### config.mk
export PLATFORM = sky130hd
export DESIGN_NAME = mhpq_ctrl
export DESIGN_NICKNAME = d
export VERILOG_FILES = /design/src/rtl/core/mhpq_pkg.sv /design/src/rtl/core/mhpq_ctrl.sv
export SDC_FILE = /design/constraint.sdc
export NUM_CORES = 1
export LEC_CHECK = 0
export BUFFER_PORTS_ARGS = -buffer_cell sky130_fd_sc_hd__clkbuf_2
export CAP_MARGIN = 10
export CORE_AREA = 2 2 39 41
export CTS_BUF_LIST = sky130_fd_sc_hd__clkbuf_4 sky130_fd_sc_hd__clkbuf_8 sky130_fd_sc_hd__clkbuf_16
export CTS_CLUSTER_SIZE = 30
export DETAILED_ROUTE_END_ITERATION = 10
export DIE_AREA = 0 0 41 43
export GPL_ROUTABILITY_DRIVEN = 0
export MAX_ROUTING_LAYER = met4
export SLEW_MARGIN = 20
export SYNTH_ARGS = -nofsm -noshare
export SYNTH_HDL_FRONTEND = slang
export SYNTH_SLANG_ARGS = --single-unit
### constraint.sdc
create_clock -name clk -period 1.6 [get_ports clk]
set_input_delay 0.24 -clock clk [delete_from_list [all_inputs] [get_ports clk]]
set_output_delay 0.24 -clock clk [all_outputs]
set_load 0.005 [all_outputs]
### src/rtl/core/mhpq_pkg.sv
// shared types and codes for the max-heap priority queue
`default_nettype none
package mhpq_pkg;

	// operation codes
	localparam logic [1:0] OP_INSERT  = 2'd0;
	localparam logic [1:0] OP_EXTRACT = 2'd1;
	localparam logic [1:0] OP_CHANGE  = 2'd2;
	localparam logic [1:0] OP_NONE    = 2'd3;

	// status codes
	localparam logic [1:0] ST_OK    = 2'd0;
	localparam logic [1:0] ST_FULL  = 2'd1;
	localparam logic [1:0] ST_EMPTY = 2'd2;
	localparam logic [1:0] ST_RANGE = 2'd3;

	// datapath commands
	typedef enum logic [3:0] {
		CMD_NONE,
		CMD_START,     // latch operands, check bounds
		CMD_GROW,      // claim the end slot for an insert
		CMD_RD_ROOT,   // read root for extract
		CMD_RD_LAST,   // read last entry as the moving key
		CMD_RD_UP,     // read parent
		CMD_MOVE_UP,   // parent drops into the hole
		CMD_RD_DN,     // read both children
		CMD_MOVE_DN,   // chosen child rises into the hole
		CMD_PLACE,     // moving key goes into the hole
		CMD_DONE       // load result register
	} cmd_t;

	typedef struct packed {
		logic bad;       // bounds check failed
		logic is_root;   // position is zero
		logic up_move;   // moving key strictly greater than parent
		logic dn_move;   // chosen child strictly greater than moving key
		logic moved_up;  // a sift up moved at least once
	} sts_t;

endpackage
`default_nettype wire

### src/rtl/core/mhpq_ctrl.sv
// controller sequencing each heap operation
`default_nettype none
module mhpq_ctrl
	import mhpq_pkg::*;
(
	input  wire logic       clk,
	input  wire logic       arst_n,
	input  wire logic       go,
	input  wire logic [1:0] op,
	input  wire sts_t       sts,
	input  wire logic       res_busy,
	output cmd_t            cmd,
	output logic            busy
);

	typedef enum logic [3:0] {
		S_IDLE, S_CHECK, S_GROW, S_RROOT, S_RLAST,
		S_UPR, S_UPC, S_DNR, S_DNC, S_PLACE, S_DONE
	} state_t;

	state_t state_q;
	logic [1:0] op_q;
	logic to_dn;

	// a change that never moved up goes on down
	assign to_dn = (op_q == OP_CHANGE) && !sts.moved_up;

	// command decode
	always_comb begin
		unique case (state_q)
			S_IDLE:  cmd = go ? CMD_START : CMD_NONE;
			S_GROW:  cmd = CMD_GROW;
			S_RROOT: cmd = CMD_RD_ROOT;
			S_RLAST: cmd = CMD_RD_LAST;
			S_UPR:   cmd = CMD_RD_UP;
			S_UPC:   cmd = sts.up_move ? CMD_MOVE_UP : CMD_NONE;
			S_DNR:   cmd = CMD_RD_DN;
			S_DNC:   cmd = sts.dn_move ? CMD_MOVE_DN : CMD_NONE;
			S_PLACE: cmd = CMD_PLACE;
			S_DONE:  cmd = res_busy ? CMD_NONE : CMD_DONE;
			default: cmd = CMD_NONE;
		endcase
	end

	assign busy = (state_q != S_IDLE);

	// state register
	always_ff @(posedge clk or negedge arst_n) begin
		if (!arst_n) begin
			state_q <= S_IDLE;
			op_q    <= OP_INSERT;
		end else begin
			unique case (state_q)
				S_IDLE: if (go) begin
					op_q    <= op;
					state_q <= S_CHECK;
				end
				S_CHECK: begin
					if (sts.bad) state_q <= S_DONE;
					else if (op_q == OP_EXTRACT) state_q <= S_RROOT;
					else if (op_q == OP_INSERT) state_q <= S_GROW;
					else state_q <= S_UPR;
				end
				S_GROW:  state_q <= S_UPR;
				S_RROOT: state_q <= S_RLAST;
				S_RLAST: state_q <= S_DNR;
				S_UPR: begin
					if (sts.is_root) state_q <= to_dn ? S_DNR : S_PLACE;
					else state_q <= S_UPC;
				end
				S_UPC: begin
					if (sts.up_move) state_q <= S_UPR;
					else state_q <= to_dn ? S_DNR : S_PLACE;
				end
				S_DNR:   state_q <= S_DNC;
				S_DNC:   state_q <= sts.dn_move ? S_DNR : S_PLACE;
				S_PLACE: state_q <= S_DONE;
				S_DONE: if (!res_busy) state_q <= S_IDLE;
				default: state_q <= S_IDLE;
			endcase
		end
	end

endmodule
`default_nettype wire

==> impl_metrics.yaml <==
worst_hold_path:
  hp-class: "primary input to register"
clocking:
  clkTransAtPathRegs_ps: 50
  clockBufferDepth: 2
  cts_sinks: 6
  clk_latency_ps: 260
  htreeDepth: 1
  cts_buffers: 3
  tritoncts: "built"
  cts_root_buf: "clkbuf_4"
detailed_routing:
  vias: 604
  finalWirelength_um: 1559
  vias_per_cell: 5.752
  dr.pass1.iters: 4
  drc_errors: 0
  dr.first_iter.drc_count: 11
  wire_per_inst_um: 14.85
  antenna_left: 0
synth:
  yosys_warnings: 0
  syn_area_per_cell_um2: 7.899
  synth_edf_count: 0
  syn-cell-area_um2: 529.3
  synth_cells: 67
  yosys_most_used_dff: "dfrtp_1"
  synth.distinct_cells: 33
  ys_ff_latch: 6
  post-synth-top-area-fraction_pct: 28.37
  synth_seq_area_share_pct: 28.37
  synth_top_area_cell: "dfrtp_1"
  postSynth.asyncResetShare_pct: 100.0
  syn-num-nets: 78
  netlist_top_cells_count: "7 x nor2_1, 6 x dfrtp_1, 5 x a21oi_1, 5 x buf_2, 5 x o21ai_0"
  synth.most_common_cell: "nor2_1"
  synthTopCellsByArea: "dfrtp_1 28%, nor2_1 5.0%, a21oi_1 4.7%"
outcome:
  status: "finished, violations left"
  violations: "setup timing"
final_layout:
  synthToLayoutAreaGrowth_pct: 34.99
  seqCellArea_um2: 152.6
  drive_above_1_share_pct: 40.45
  layout.nets: 102
  final_area_um2: 714.4
  antenna_cells: 0
  fillers: 149
  multiInputGateArea_um2: 344.1
critical_path:
  cp_cell_sequence: "or2_4 > buf_4 > a21oi_1 > o22ai_1 > buf_2"
  cp-start-kind: "register"
  critical-path-slowest-cell: "dfrtp_1"
  crit_fanout: 3
  cp_slowest_stage_delay_ps: 390
  worstPathArrival_ps: 1400
  endpoint_kind: "output port"
  worstPathRequired_ps: 1360
  path_class: "register to output port"
  r2r_slack_ps: 140
global_route:
  grt_pass1_wl_um: 2428
  track_usage_pct: 22.64
  grt_antenna_before_repair: 0
  grt_pass1_vias: 549
  overflow: 0
  grt_max_degree: 16
timing:
  setup_viol: 1
  fin_skew_ps: 3.487
  worstMarginPinSlew_ps: 334.7
  final.setup.worst_slack_ps: -35.93
  max_freq_mhz: 611.3
  rsz0062_at_grt: "true"
  hold_viol: 0
  tns_ps: -35.93
  slew_headroom_pct: 77.38
  slew_violations: 0
  period_needed_ps: 1636
  finalCritPeriodShare_pct: 102.2
placement:
  place_worst_setup_slack_ps: 134.5
  post_dp_cell_area_um2: 625.6
  hpwl_um: 1010
  place.port_buffers: 15
floorplanning:
  core-area_um2: 1384
  pin_count: 16
  die_x_um: 41
  row_count: 14
  die_h_um: 43
  start_util_pct: 38.25
  die-area_um2: 1763
job:
  cap_violations: 0
pwr:
  cellPowerDensity_nw_per_um2: 2050
  p_leak_nw: 0.3151
  ir_drop_mv: 1.024
logic make-up after synthesis:
family          count (synthesis)  synth area share (%)
compound gates                 22                 27.19
flops                           6                 28.37
mux                             2                 4.255
buf+inv                        10                 9.691
simple gates                   27                 30.50
what timing repair did:
item	CTS	global route
endpoints found under the hold margin	6	0
setup endpoints to repair	3	4
hold buffers	1	0
pin swaps	2	1
setup buffers	3	1
gates resized for setup	4	5
power breakdown:
group	switching (mW)	internal (mW)
clock network	0.0632	0.0854
registers	0.123	0.236
logic	0.460	0.497
total	0.646	0.819
cell usage in the layout (no fill, tap or decap), drive strengths merged, types with 2 or more instances in the layout:
| cell type | synthesis | final |
|---|---|---|
| a21oi | 5 | 5 |
| a31oi | 2 | 2 |
| buf | 6 | 10 |
| clkbuf | 0 | 17 |
| dfrtp | 6 | 6 |
| inv | 4 | 4 |
| mux2 | 2 | 2 |
| nand2 | 3 | 3 |
| nand2b | 4 | 4 |
| nor2 | 7 | 7 |
| nor2b | 2 | 2 |
| o21ai | 5 | 5 |
| o22ai | 2 | 2 |
layer usage:
metal / share of wire, % / track usage (%) / wire, um
met2: 54 / 33.75 / 838
met5: 0 / - / 0
met4: 3.1 / 14.00 / 49
met1: 38 / 23.51 / 594
met3: 4.9 / 9.424 / 76
cell type report:
| type | count | area share, % |
|---|---|---|
| clock buffer | 3 | 3.152 |
| inverter | 4 | 2.102 |
| multi-input combinational | 51 | 48.16 |
| sequential | 6 | 21.37 |
| tap | 16 | 2.802 |
| timing repair buffer | 25 | 22.42 |
critical path: cells and delay by family, from the launching register on:
kind,cells,cell delay (ps)
DFF,1,390
and+or+nand+nor,1,270
buffers and inverters,2,260
AOI/OAI and AO/OA,2,220
registers in the layout, indices dropped and copies added (netlist names):
signal   flops
op_q         2
state_q      4
metrics by stage:
step / hold slack, ps / total power, mW / instances / utilization, %
6_report: 216.9 / 1.464 / 105 / 51.63
3_3_place_gp: 75.68 / 1.136 / 97 / 45.21
2_1_floorplan: -55.59 / 0.9179 / 67 / -
4_1_cts: 212.9 / 1.380 / 104 / 49.91
3_5_place_dp: 73.24 / 1.135 / 97 / 45.21
5_1_grt: 217.5 / 1.605 / 105 / 51.63
path summary, 6_finish.rpt:
kind,from,to,cells after the start
setup / recovery,state_q[1],cmd[0],5
hold / removal,op[1],op_q[1],2
setup reg to reg,state_q[0],op_q[0],5
hold reg to reg,op_q[1],op_q[1],1
max in group asynchronous,arst_n,state_q[0],2
min in group asynchronous,arst_n,op_q[0],2
Note: power is estimated with default switching activity, not from simulation.
